File: config.mk
export PLATFORM = sky130hd
export DESIGN_NAME = htc_ram
export DESIGN_NICKNAME = d
export VERILOG_FILES = /design/src/htc_ram.sv
export SDC_FILE = /design/constraint.sdc
export NUM_CORES = 1
export LEC_CHECK = 0
export BUFFER_PORTS_ARGS = -buffer_cell sky130_fd_sc_hd__buf_2
export CAP_MARGIN = 20
export CORE_MARGIN = 2
export CORE_UTILIZATION = 30
export CTS_BUF_LIST = sky130_fd_sc_hd__clkbuf_8
export DETAILED_ROUTE_END_ITERATION = 10
export PLACE_DENSITY = 0.47
export SLEW_MARGIN = 20
export SYNTH_ARGS = -nofsm -noshare
export SYNTH_HDL_FRONTEND = slang
export SYNTH_SLANG_ARGS = --single-unit
File: constraint.sdc
create_clock -name clock -period 4.24 [get_ports clock]
set_clock_uncertainty 0.05 [all_clocks]
set_input_delay 0.212 -clock clock [delete_from_list [all_inputs] [get_ports clock]]
set_output_delay 0.212 -clock clock [all_outputs]
set_load 0.01 [all_outputs]
File: src/htc_ram.sv
module htc_ram #(
   parameter int WIDTH = 8,
   parameter int DEPTH = 16
) (
   input  logic                     clock,
   input  logic                     wr_en,
   input  logic [$clog2(DEPTH)-1:0] wr_addr,
   input  logic [WIDTH-1:0]         wr_data,
   input  logic [$clog2(DEPTH)-1:0] rd_addr,
   output logic [WIDTH-1:0]         rd_data
);

   logic [WIDTH-1:0] mem_ff [DEPTH];

   always_ff @(posedge clock) begin
      if (wr_en) begin
         mem_ff[wr_addr] <= wr_data;
      end
      rd_data <= mem_ff[rd_addr];
   end

endmodule

### Yosys cells after proc, flatten, opt, wreduce, memory -nomap -nowiden

Memory sizes are Yosys's and may differ from the RTL's. A register that Yosys moved wholly into a read port is not among the register bits.
Index checks and enable logic that the tools add are counted.
W data, S select, Z words.

* register bits: 0
* memory bits (writable): 128
* input bits: 18
* output and inout port bits: 8
* logic and storage cells: 3
* memories: 1

* multiplexer cells: 2

Memories
* mem_ff: words 16, bits a word 8, rd ports 1, clocked after Yosys merged registers in 1, wr ports 1, line 13 `logic [WIDTH-1:0] mem_ff [DEPTH];`

Operators with widths (count)
* $mux W1: 2

### Logic depth before layout (Yosys ltp)

Gate-level depths: netlist of the first run.

* word-level depth: 2
* mapped depth: 5
* gate-level depth less buffers: 3

### Worst setup path before layout of the first run

OpenSTA, ideal clock, no wires.

* path kind: input-to-reg
* start: input wr_addr[2]
* end: memory mem_ff[0][0], enable pin
* data arrival time: 1322 ps
* setup slack: 2485 ps
* stages on the path: 2
* buffers on the path: 0
* path through: or3b_2 -> nor3_1

RTL lines
* start, declared: line 7 `input logic [$clog2(DEPTH)-1:0] wr_addr,`
* end, declared: line 13

Straight into the memory's write port.

==> out/qor.yml, run 1 <==
wl_per_cell_um: 21.1
num_antenna_cells: 0
grt_use_met1_pct: 16.8
path_depth: 5
layout.area.seq_um2: 4000
synth.avg_cell_area_um2: 22.5
total_power_uw: 2710
nets: 286
dp_hpwl_um: 6670
ys_warn_count: 0
clk_pin_slew_ns: 0.08
max-clock-path-buffers: 2
slowest_delay_ns: 0.65
slew_headroom_pct: 32.7
busiest_layer: "met2"
drc_errors: 0
worstHoldPathCells: 1
rr_worst_depth: 3
synth_area_um2: 5150
endpoint_kind: "register"
cts-resized-gates: 0
rows: 47
crit_family: "buffers and inverters"
crit_buf_inv: 2
finalMaxSlewViolations: 0
multi_input_area_um2: 1060
grt_pass1_wl_um: 16000
fmax_mhz: 560
synth.distinct_cells: 19
synth_area_leaders: "edfxtp_1, mux4_2, mux4_1"
overflow: 0
syn_nets: 247
criticalPathCategory: "in -> reg"
fin_crit_ns: 1.79
antenna_found_initial: 0
clk_latency_ns: 0.44
maxCapViolations: 0
grt_pass1_vias: 2567
chipWidth_um: 135
wirelength_um: 10500
rsz0062_at_grt: "false"
status: "finished clean"
syn_to_final_growth_pct: 14.5
critical_path.cell_chain: "buf_2 > buf_4 > mux4_1 > a22oi_1 > nand2_1"
die_y_um: 135
total_leakage_power_uw: 0.00192
worstHoldPathType: "in -> reg"
ys_ff_latch: 136
ioPinCount: 26
globalRouteMet2Util_pct: 19.3
met3_usage_pct: 3.45
p_clk_share_pct: 39.1
vias_per_cell: 4.71
cts_buffers: 17
internal_power_uw: 2130
postCtsHoldBufs: 0
drt_first_pass_iters: 4
place_congestion: 0.694
cts.sinks: 136
yosysTopAreaCellShare_pct: 74.7
crit_path_max_fanout: 24
synth-seq-area-share_pct: 77.8
core_um2: 16700
tightestPinTransition_ns: 1.01
min_period_over_period_pct: 42.1
report.final.hold_viol_count: 0
peakVddDrop_v: 0.000188
drive_gt1_share_pct: 27.9
yosys.area.top_type: "edfxtp_1"
htreeDepth: 4
power.switching_uw: 578
antenna_left: 0
dr.first_iter.drc_count: 138
synthCells: 229
sw_frac_of_total_pct: 21.4
setup_viol: 0
finalSetupTns_ns: 0
p_per_area_nw_per_um2: 459
cts_tree: "done"
dieArea_um2: 18200
start_util_pct: 30.8
arrival_ns: 2.05
grt_use_total_pct: 12.6
grt_max_degree: 33
start_kind: "input port"
num_vias: 2355
power_frac_seq_pct: 55.8
critical_path_required_ns: 4.50
io_buffers: 25
power.share.combinational_pct: 5.1
fill_cells: 1583
cpMaxStageDelayCell: "mux4_1"
cts_setup_buffers: 0
cts_root_buf: "clkbuf_8"
cell usage in the layout, fill, tap and decap left out, drive strengths merged, types with 3 or more instances in the layout:
cell / instances
edfxtp: 128
mux4: 32
buf: 30
clkbuf: 17
a22oi: 16
nor2: 13
nand2: 9
clkinv: 9
dfxtp: 8
nor3: 4
bufinv: 3
cell usage after synthesis, drive strengths merged:
| master | number |
|---|---|
| edfxtp | 128 |
| mux4 | 32 |
| a22oi | 16 |
| nor2 | 13 |
| nand2 | 9 |
| dfxtp | 8 |
| buf | 7 |
| nor3 | 4 |
| clkdlybuf4s25 | 3 |
| nand2b | 2 |
| nand3b | 2 |
| and2 | 1 |
| and2b | 1 |
| nand3 | 1 |
| nor2b | 1 |
| or3b | 1 |
path summary, 6_finish.rpt:
kind / from / to / slack [ns]
min reg2reg: mem_ff[12][3] / rd_data[3] / 0.63
max: rd_addr[0] / rd_data[3] / 2.45
max reg2reg: mem_ff[1][6] / rd_data[6] / 2.77
min: wr_data[1] / mem_ff[10][1] / 0.11
layout make-up:
| class | instances | share of cell area (%) |
|---|---|---|
| sequential | 136 | 68.0 |
| multi-input combinational | 83 | 17.9 |
| tap | 220 | 4.67 |
| clock buffer | 17 | 3.97 |
| timing repair buffer | 30 | 2.76 |
| clock inverter | 14 | 2.70 |
power by group through the flow:
stage	combinational [uW]	sequential, uW	clock [uW]
floorplan	76.3	1540	0
global placement	139	1540	0
detailed placement	141	1540	0
CTS	141	1510	1090
global route	150	1510	1130
finish	138	1510	1060
state kept, by name, summed over array words and instances, names as in the netlist:
| name | flops |
|---|---|
| rd_data | 8 |
| mem_ff | 128 |
stage by stage:
step	area, um2	util, %	hold WS, ns	std cells	setup WS [ns]
after CTS	5890	35.3	0.0748	500	2.48
after global routing	5890	35.3	0.0915	500	2.36
after detailed placement	5500	32.9	0.561	469	1.99
after floorplan	5150	-	0.261	229	2.49
after global placement	5500	32.9	0.556	469	2.00
final	5890	35.3	0.107	500	2.45
logic make-up after synthesis:
group	Yosys count	synth area share (%)
muxes	32	15.0
buffers and inverters	10	1.68
DFF	136	77.8
and+or+nand+nor	35	3.18
AOI/OAI and AO/OA	16	2.33
worst register-to-register path, cell delays in order (launching register included):
cell and delay, ns:
edfxtp_1 0.37, mux4_2 0.47, a22oi_1 0.34, nand2_1 0.12
per-layer routing:
metal	vias up	wire length, um
met4	0	208
met1	1247	5100
li1	1049	-
met2	43	4940
met3	16	286
met5	-	0
Power figures use the tool's default switching activity.
==> inputs of run 2 (changes only) <==
- PLACE_DENSITY: 0.47 -> 0.48
- clock period: 4.24 -> 1.56 ns (I/O delays scaled with it)
==> run 2 against run 1 <==
Clock power increased to 2.6 times the previous value. Largest power group unchanged. Final cell count increased by 6.2%. Combinational power increased to 3.1 times the previous value. Non-clock buffer count increased by 30. Largest cell class unchanged. Highest routed layer unchanged. Critical endpoint unchanged.
==> out/qor.yml, run 2 (synthesized netlist as in run 1, its figures left out) <==
place_congestion: 0.697  # +0.48%
endpoint_kind: "register"
critical_path_required_ns: 1.82  # -2.68 ns
setup_viol: 0  # unchanged
chipWidth_um: 135  # unchanged
hp-start: "rd_addr[3]"
hold_end: "rd_data[3]"
nets: 316  # +10%
peakVddDrop_v: 0.000487  # +160%
p_per_area_nw_per_um2: 1180  # +160%
rr_worst_depth: 3  # unchanged
finalMaxSlewViolations: 0  # unchanged
fill_cells: 1597  # +0.88%
grt_pass1_wl_um: 15800  # -1.3%
regMostFlops: "mem_ff"
total_power_uw: 7300  # +170%
grt_use_total_pct: 12.4  # -0.19 points
report.final.hold_viol_count: 0  # unchanged
criticalPathCategory: "reg -> reg"
cts_setup_buffers: 0  # unchanged
status: "finished clean"
rr_startpoint: "mem_ff[9][3]"
reg.largest.list: "mem_ff (128), rd_data (8)"
cts_tree: "done"
die_y_um: 135  # unchanged
start_kind: "register"
antenna_left: 0  # unchanged
wl_per_cell_um: 19.6  # -6.8%
antenna_found_initial: 0  # unchanged
arrival_ns: 1.71  # -0.34 ns
dieArea_um2: 18200  # unchanged
drive_gt1_share_pct: 31.5  # +3.7 points
cts-resized-gates: 0  # unchanged
final_cell_mix: "edfxtp_1, buf_2, buf_4"
setup_ws_ns: 0.110  # -2.34 ns
drc_errors: 0  # unchanged
vias_per_cell: 4.62  # -1.9%
ioPinCount: 26  # unchanged
clk_pin_slew_ns: 0.08  # about the same
dr.first_iter.drc_count: 173  # +25%
rsz0062_at_grt: "false"
syn_to_final_growth_pct: 19.7
maxCapViolations: 0  # unchanged
num_antenna_cells: 0  # unchanged
worstHoldPathCells: 4  # +3
crit_path_max_fanout: 1  # -96%
wirelength_um: 10400  # -1.0%
max-clock-path-buffers: 2  # unchanged
io_buffers: 25  # unchanged
cts_root_buf: "clkbuf_8"
grt_max_degree: 26  # -21%
place_ws_ns: -0.0719  # -2.06 ns
slew_headroom_pct: 42.9  # +10 points
r2r_setup_slack_ns: 0.11  # -2.66 ns
cts.sinks: 136  # unchanged
largest_register_ffs: 128  # unchanged
fmax_mhz: 690
min_period_over_period_pct: 93.0
postCtsHoldBufs: 8  # +8
num_vias: 2453  # +4.2%
layout_commonest_cell: "edfxtp_1"
timing.rr.end: "rd_data[3]"
clk_latency_ns: 0.43  # about the same
grt_pass1_vias: 2573  # +0.23%
rows: 47  # unchanged
total_leakage_power_uw: 0.00209  # +8.9%
fin_crit_ns: 1.45
drt_first_pass_iters: 4  # unchanged
core_um2: 16700  # unchanged
overflow: 0  # unchanged
start_util_pct: 30.8  # unchanged
tightestPinTransition_ns: 0.855  # -0.151 ns
htreeDepth: 4  # unchanged
worstHoldPathType: "in -> reg"
dp_hpwl_um: 6750  # +1.2%
cts_buffers: 17  # unchanged
==> run 2: cell count changes in the layout (fill, tap and decap cells not counted), sizes merged <==
| cell | change |
|---|---|
| inv | +2 |
| buf | +22 |
| dlygate4sd3 | +8 |
| clkinvlp | -2 |
| clkinv | +1 |
==> run 2: power by group <==
group	internal (uW)	switching, uW	total [uW]
clock network	1530	1240	2770
logic	194	233	427
registers	4080	21.0	4100
==> run 2: cell type report <==
| cell class | instances | area [um2] | share of cell area [%] |
|---|---|---|---|
| multi-input combinational | 83 | 1060 | 17.2 |
| tap | 220 | 275 | 4.47 |
| clock buffer | 17 | 234 | 3.80 |
| timing repair buffer | 60 | 445 | 7.23 |
| clock inverter | 15 | 143 | 2.31 |
| sequential | 136 | 4000 | 65.0 |
==> run 2: how the worst max path moves through the flow <==
stage                 start            to  slack [ns]  cells after the start
3_5_place_dp     rd_addr[0]    rd_data[1]       -0.07                      6
3_3_place_gp     rd_addr[0]    rd_data[1]       -0.08                      6
5_1_grt        mem_ff[9][3]    rd_data[3]        0.03                      3
2_1_floorplan    wr_addr[2]  mem_ff[3][0]        0.17                      2
6_report       mem_ff[9][3]    rd_data[3]        0.11                      3
4_1_cts        mem_ff[9][3]    rd_data[3]        0.12                      3
==> run 2: worst max-delay path: stages (launching register included) <==
cell and delay, ns:
edfxtp_1 0.35, mux4_1 0.49, a22oi_1 0.35, nand2_1 0.08
==> run 2: through the flow <==
step	util [%]	std cells	TNS (ns)	cell area, um2	hold slack (ns)
after detailed placement	34.2	491	-0.0719	5710	0.425
after CTS	36.9	531	0	6160	0.138
after floorplan	-	229	0	5150	0.127
final	36.9	531	0	6160	0.162
after global placement	34.2	491	-0.105	5710	0.418
after global routing	36.9	531	0	6160	0.147
==> run 2: routing by layer <==
layer | routed length, um | up-vias | part of all wire, % | global-route usage (%)
met5 | 0 | - | 0 | 0
met4 | 66 | 0 | 0.63 | 4.46
met3 | 508 | 6 | 4.9 | 4.35
met2 | 4710 | 56 | 45 | 18.2
met1 | 5140 | 1283 | 49 | 17.2
li1 | - | 1108 | - | -
