## src/htc_pkg.sv

```systemverilog
package htc_pkg;

   localparam int MAX_POLY_VERTS = 9;
   localparam int FRAC_BITS      = 16;
   localparam int VAL_W          = 32;
   localparam int NUM_FIELDS     = 6;
   localparam int W_FIELD        = 3;
   localparam int NUM_PLANES     = 6;
   localparam int STORE_DEPTH    = 2 * MAX_POLY_VERTS;
   localparam int ADDR_W         = $clog2(STORE_DEPTH);
   localparam int IDX_W          = $clog2(MAX_POLY_VERTS + 1);
   localparam int VERT_W         = NUM_FIELDS * VAL_W;
   localparam int DIST_W         = VAL_W + 2;
   localparam int DEN_W          = DIST_W + 1;
   localparam int QUOT_W         = FRAC_BITS + 1;
   localparam int REM_W          = DEN_W + FRAC_BITS;
   localparam int DELTA_W        = VAL_W + 1;
   localparam int PROD_W         = DELTA_W + QUOT_W;
   localparam int PLANE_W        = 3;

   localparam logic [1:0] SLOT_LAST = 2'd2;

   typedef logic [NUM_FIELDS-1:0][VAL_W-1:0] vert_type;

   typedef struct packed {
      logic [1:0]              vertex_slot;
      logic signed [VAL_W-1:0] pos_x;
      logic signed [VAL_W-1:0] pos_y;
      logic signed [VAL_W-1:0] pos_z;
      logic signed [VAL_W-1:0] pos_w;
      logic signed [VAL_W-1:0] attr_a;
      logic signed [VAL_W-1:0] attr_b;
   } req_type;

   typedef struct packed {
      logic signed [VAL_W-1:0] out_x;
      logic signed [VAL_W-1:0] out_y;
      logic signed [VAL_W-1:0] out_z;
      logic signed [VAL_W-1:0] out_w;
      logic signed [VAL_W-1:0] out_attr_a;
      logic signed [VAL_W-1:0] out_attr_b;
      logic                    last_vertex;
      logic                    culled;
   } rsp_type;

   typedef struct packed {
      logic              valid;
      logic [REM_W-1:0]  rem;
      logic [REM_W-1:0]  dsh;
      logic [QUOT_W-1:0] quot;
   } div_stage_type;

   function automatic logic [ADDR_W-1:0] store_addr(input logic bank,
                                                    input logic [IDX_W-1:0] idx);
      logic [ADDR_W-1:0] base;
      base = bank ? ADDR_W'(MAX_POLY_VERTS) : '0;
      return base + ADDR_W'(idx);
   endfunction

   function automatic logic signed [DIST_W-1:0] plane_dist(input vert_type v,
                                                           input logic [PLANE_W-1:0] plane);
      logic signed [DIST_W-1:0] w;
      logic signed [DIST_W-1:0] c;
      w = DIST_W'(signed'(v[W_FIELD]));
      c = DIST_W'(signed'(v[plane[PLANE_W-1:1]]));
      return plane[0] ? w + c : w - c;
   endfunction

endpackage

```

## src/htc_div_cell.sv

```systemverilog
module htc_div_cell (
   input  logic                   clock,
   input  logic                   reset,
   input  htc_pkg::div_stage_type stage_in,
   output htc_pkg::div_stage_type stage_out
);

   htc_pkg::div_stage_type stage_ff;
   htc_pkg::div_stage_type stage_in_next;
   logic                   ge;

   always_comb begin
      ge = stage_in.rem >= stage_in.dsh;
      stage_in_next.valid = stage_in.valid;
      stage_in_next.rem   = ge ? stage_in.rem - stage_in.dsh : stage_in.rem;
      stage_in_next.dsh   = stage_in.dsh >> 1;
      stage_in_next.quot  = {stage_in.quot[htc_pkg::QUOT_W-2:0], ge};
   end

   always_ff @(posedge clock) begin
      if (reset) begin
         stage_ff.valid <= 1'b0;
      end else begin
         stage_ff.valid <= stage_in_next.valid;
      end
      stage_ff.rem  <= stage_in_next.rem;
      stage_ff.dsh  <= stage_in_next.dsh;
      stage_ff.quot <= stage_in_next.quot;
   end

   assign stage_out = stage_ff;

endmodule

```

## src/htc_divider.sv

```systemverilog
module htc_divider (
   input  logic                   clock,
   input  logic                   reset,
   input  htc_pkg::div_stage_type div_in,
   output htc_pkg::div_stage_type div_out
);

   htc_pkg::div_stage_type link [htc_pkg::QUOT_W+1];

   assign link[0] = div_in;

   for (genvar g = 0; g < htc_pkg::QUOT_W; g++) begin : g_cell
      htc_div_cell u_cell (
         .clock     (clock),
         .reset     (reset),
         .stage_in  (link[g]),
         .stage_out (link[g+1])
      );
   end

   assign div_out = link[htc_pkg::QUOT_W];

endmodule

```

## config.mk

```make
export PLATFORM = sky130hd
export DESIGN_NAME = htc_divider
export DESIGN_NICKNAME = d
export VERILOG_FILES = /design/src/htc_pkg.sv /design/src/htc_div_cell.sv /design/src/htc_divider.sv
export SDC_FILE = /design/constraint.sdc
export NUM_CORES = 2
export LEC_CHECK = 0
export BUFFER_PORTS_ARGS = -buffer_cell sky130_fd_sc_hd__buf_2
export CAP_MARGIN = 5
export CORE_MARGIN = 5
export CORE_UTILIZATION = 46
export CTS_CLUSTER_DIAMETER = 60
export DETAILED_ROUTE_END_ITERATION = 12
export PLACE_DENSITY = 0.64
export SLEW_MARGIN = 20
export SYNTH_ARGS = -nofsm -noshare
export SYNTH_HDL_FRONTEND = slang
export SYNTH_HIERARCHICAL = 1
export SYNTH_SLANG_ARGS = --single-unit
export TNS_END_PERCENT = 5
```

## constraint.sdc

```tcl
create_clock -name clock -period 2.8 [get_ports clock]
set_input_delay 0.42 -clock clock [delete_from_list [all_inputs] [get_ports clock]]
set_output_delay 0.42 -clock clock [all_outputs]
set_load 0.02 [all_outputs]
```

Word-level counts from Yosys, hierarchy flattened

Index checks and enable logic that the tools add are counted.

Multiply operators: 0
Order comparisons: 17
Shift-type cells: 0
Div/mod/pow operators: 0
Reduce and logical (&&, ||, !) cells: 0
Bitwise logic cells: 0
Mux-type cells: 17
Equal/unequal tests: 0
$add $sub $neg: 17

Operators by type and width:

| operator                                         | count |
|---|---|
| 51-bit 2-to-1 mux                                | 17 |
| 51-bit by 35-bit >= comparator with 1-bit output | 1 |
| 51-bit by 36-bit >= comparator with 1-bit output | 1 |
| 51-bit by 37-bit >= comparator with 1-bit output | 1 |
| 51-bit by 38-bit >= comparator with 1-bit output | 1 |
| 51-bit by 39-bit >= comparator with 1-bit output | 1 |
| 51-bit by 40-bit >= comparator with 1-bit output | 1 |
| 51-bit by 41-bit >= comparator with 1-bit output | 1 |
| 51-bit by 42-bit >= comparator with 1-bit output | 1 |
| 51-bit by 43-bit >= comparator with 1-bit output | 1 |
| 51-bit by 44-bit >= comparator with 1-bit output | 1 |
| 51-bit by 45-bit >= comparator with 1-bit output | 1 |
| 51-bit by 46-bit >= comparator with 1-bit output | 1 |
| 51-bit by 47-bit >= comparator with 1-bit output | 1 |
| 51-bit by 48-bit >= comparator with 1-bit output | 1 |
| 51-bit by 49-bit >= comparator with 1-bit output | 1 |
| 51-bit by 50-bit >= comparator with 1-bit output | 1 |
| 51-bit >= comparator                             | 1 |
| 51-bit by 35-bit subtractor with 51-bit output   | 1 |
| 51-bit by 36-bit subtractor with 51-bit output   | 1 |
| 51-bit by 37-bit subtractor with 51-bit output   | 1 |
| 51-bit by 38-bit subtractor with 51-bit output   | 1 |
| 51-bit by 39-bit subtractor with 51-bit output   | 1 |
| 51-bit by 40-bit subtractor with 51-bit output   | 1 |
| other kinds (11)                                 | 11 |

Logic and storage cells: 119
Memory bits (writable): 0
Register bits after elaboration: 1751
Memories: 0
Input port bits: 122
Bits in read-only memories: 0
Output and inout port bits: 120
Latch bits: 0

Longest topological paths before layout

Word-level depth: 2
Mapped depth: 15
Depth with buffers taken out: 14

Hierarchy

The synthesis kept the hierarchy.

Modules (own cells, without submodules):

| module                               | instances | cells each | area each (um^2) | sequential area each (um^2) |
|---|---|---|---|---|
| htc_div_cell (g_cell[16].u_cell ...) | 8         | 727        | 6159.7           | 2382.3 |
| htc_div_cell (g_cell[10].u_cell ...) | 6         | 721        | 6552.5           | 2382.3 |
| htc_div_cell (g_cell[5].u_cell ...)  | 2         | 767        | 6363.6           | 2382.3 |
| htc_div_cell (g_cell[0].u_cell)      | 1         | 716        | 6572.6           | 2382.3 |

Worst setup path before layout

Ideal clock, no wire load.

Path type: register -> register
Start: reg g_cell[9].u_cell.stage_ff (netlist bit g_cell[9].u_cell/stage_out[68])
End: reg g_cell[10].u_cell.stage_ff (netlist bit g_cell[10].u_cell/stage_out[108])
Library setup time: 121 ps
Stages on the path, launching flop included: 14
Setup slack: -141 ps
Data required time: 2679 ps
Arrival: 2820 ps
Cells stage by stage: dfxtp_1 inv_1 ha_1 inv_1 fa_1 a211oi_1 nor4_1 nor2_1 a211oi_1 or3b_2 a21oi_1 o21bai_1 xor2_1 mux2_2

RTL lines:

| element     | RTL line          | text |
|---|---|---|
| from (decl) | htc_div_cell.sv:8 | `htc_pkg::div_stage_type stage_ff;` |
| to (decl)   | htc_div_cell.sv:8 |  |

==> impl_metrics.json <==
{
  "hold-worst-slack_ns": 0.117,
  "status": "finished, violations left",
  "critPathRequiredTime_ns": 3.54,
  "cpPeakStageDelay_ns": 0.37,
  "h-tree-depth": 4,
  "rsz0062_at_grt": "true",
  "final_util": 0.674,
  "cts.path.max_buffers": 3,
  "die_area_um2": 238000,
  "synthCells": 12256,
  "cts_tree": "yes",
  "ir_drop_mv": 0.669,
  "slew_violations": 0,
  "reg2reg_slack_ns": -0.50,
  "power.density_nw_per_um2": 1300,
  "drcViolationCount": 0,
  "wl_per_cell_um": 20.2,
  "period_minus_slack_ns": 3.30,
  "pin_count": 242,
  "port_buffers": 223,
  "gp_routability_congestion": 1.07,
  "clk_latency_ns": 0.86,
  "drt_iter0_drc": 5131,
  "final_layout_size_suffix_gt1_frac": 0.371,
  "relSlewSlack": 0.435,
  "final_common_cell": "buf_4",
  "overflow": 0,
  "setup_viol": 836,
  "cp_cell_sequence": "inv_1 > ha_4 > a21o_1 > nand2_1 > nand4_1 > nand4_1 > a21oi_4 > o21ai_4 > nand3_2 > a21oi_4 > clkinv_4 > clkbuf_16 > mux2_2",
  "mappedNetlistNets": 13262,
  "placed_cell_area_um2": 136000,
  "worstPathArrival_ns": 4.04,
  "violations": "setup timing",
  "use_met2": 0.637,
  "met3_usage": 0.0344,
  "dr_total_vias": 103349,
  "grt_pass1_vias": 109588,
  "cts.clk_slew.worst_paths_ns": 0.06,
  "crit_path_max_fanout": 8,
  "worstHoldPathCells": 4,
  "finish.instance_area_um2": 153000,
  "setup_tns_ns": -210.79,
  "fin_crit_sh": 1.18,
  "worst_r2r_path_depth": 13,
  "firstDrtPassIters": 6,
  "numCtsBuffers": 216,
  "rr_startpoint": "g_cell[13].u_cell/stage_out[20]",
  "num_rows": 175,
  "synth.cell_area_um2": 105000,
  "core_um2": 227000,
  "die_w_um": 488,
  "multiInputGateArea_um2": 66000,
  "grt_usage": 0.313,
  "cp-start-kind": "flip-flop",
  "postRouteWirelength_um": 392000,
  "antenna_found_initial": 2,
  "via_per_inst": 5.33,
  "skew_ns": 0.0287,
  "area_growth_pct": 45.8,
  "grt_first_pass_wirelength_um": 584000,
  "synth.avg_cell_area_um2": 8.58,
  "hp-class": "primary input to flip-flop",
  "min_from": "div_in[18]",
  "grt_util_met1": 0.249,
  "ant_nets": 0,
  "dp_hpwl_um": 309000,
  "maxCapViolations": 0,
  "clock.fmax_mhz": 303,
  "cpMaxStageDelayCell": "nand4_1",
  "start_util": 0.462,
  "cts_num_sinks": 1887,
  "worstSetupEndpointType": "flip-flop",
  "hold_viol_final": 0,
  "final_cell_mix": "3,761 x buf_4, 1,709 x dfxtp_1, 1,214 x nand2_1",
  "tightest_slew_ns": 0.838,
  "critical_path_class": "flip-flop to flip-flop",
  "fin_ws_ns": -0.499,
  "yosys_warnings": 6,
  "top_usage_layer": "met2",
  "seq_area_um2": 38000,
  "grt_max_degree": 26,
  "final_nets": 17214,
  "p_leak_nw": 73.7,
  "largest_reg_flops": 1887,
  "whs_endpoint": "g_cell[0].u_cell/stage_out[69]",
  "worstReg2RegEnd": "g_cell[14].u_cell/stage_out[84]",
  "cts_root_buf": "clkbuf_16",
  "nFillCells": 17980,
  "dieHeight_um": 488
}
-- critical path, delay by kind of cell, from the launching register on --
family                   cells  cell delay [ns]
buffers and inverters        3             0.52
adder cells (fa/ha/maj)      1             0.26
multiplexers                 1             0.27
AND/OR/NAND/NOR              4             0.97
flip-flops                   1             0.34
AO/OA/AOI/OAI                4             0.79
-- metrics by stage --
step | std cells | setup slack [ns] | total power, W
after floorplan | 12256 | -0.0488 | 0.104
after global placement | 18705 | -0.908 | 0.153
after detailed placement | 18705 | -0.902 | 0.155
after CTS | 19324 | -0.389 | 0.192
after global routing | 19402 | -0.560 | 0.212
final | 19403 | -0.499 | 0.200
-- power breakdown --
| part | switching, W | internal (W) |
|---|---|---|
| Clock | 0.0118 | 0.0176 |
| Combinational | 0.0654 | 0.0641 |
| Sequential | 0.00522 | 0.0354 |
| Total | 0.0824 | 0.117 |
-- what timing repair did --
item	CTS	global route
hold endpoints to repair	118	0
hold buffers	105	0
buffers inserted	103	87
resized for setup	645	734
setup endpoints to repair	833	850
cloned	20	9
pin swaps	253	332
-- worst max-delay path by stage --
stage | startpoint | slack (ns) | endpoint | cells past startpoint
4_1_cts | g_cell[5].u_cell/stage_out[19] | -0.39 | g_cell[6].u_cell/stage_out[118] | 16
3_5_place_dp | div_in[68] | -0.90 | g_cell[0].u_cell/stage_out[116] | 15
2_1_floorplan | g_cell[10].u_cell/stage_out[60] | -0.05 | g_cell[11].u_cell/stage_out[100] | 15
5_1_grt | g_cell[3].u_cell/stage_out[21] | -0.56 | g_cell[4].u_cell/stage_out[118] | 13
6_report | g_cell[13].u_cell/stage_out[20] | -0.50 | g_cell[14].u_cell/stage_out[84] | 13
3_3_place_gp | div_in[68] | -0.91 | g_cell[0].u_cell/stage_out[116] | 15
-- final cells by class --
cell class	instances	area share
clock buffer	303	0.0404
sequential	1887	0.248
multi-input combinational	8648	0.431
tap	3009	0.0246
clock inverter	98	0.00877
timing repair buffer	4278	0.219
antenna	3	0.0000490
inverter	1177	0.0292
-- metal layers --
| metal | share of wire | up-vias |
|---|---|---|
| met5 | 0 | - |
| met4 | 0.12 | 0 |
| met3 | 0.028 | 1476 |
| met2 | 0.55 | 2679 |
| met1 | 0.31 | 48383 |
| li1 | - | 50811 |
Power figures use the tool's default switching activity.
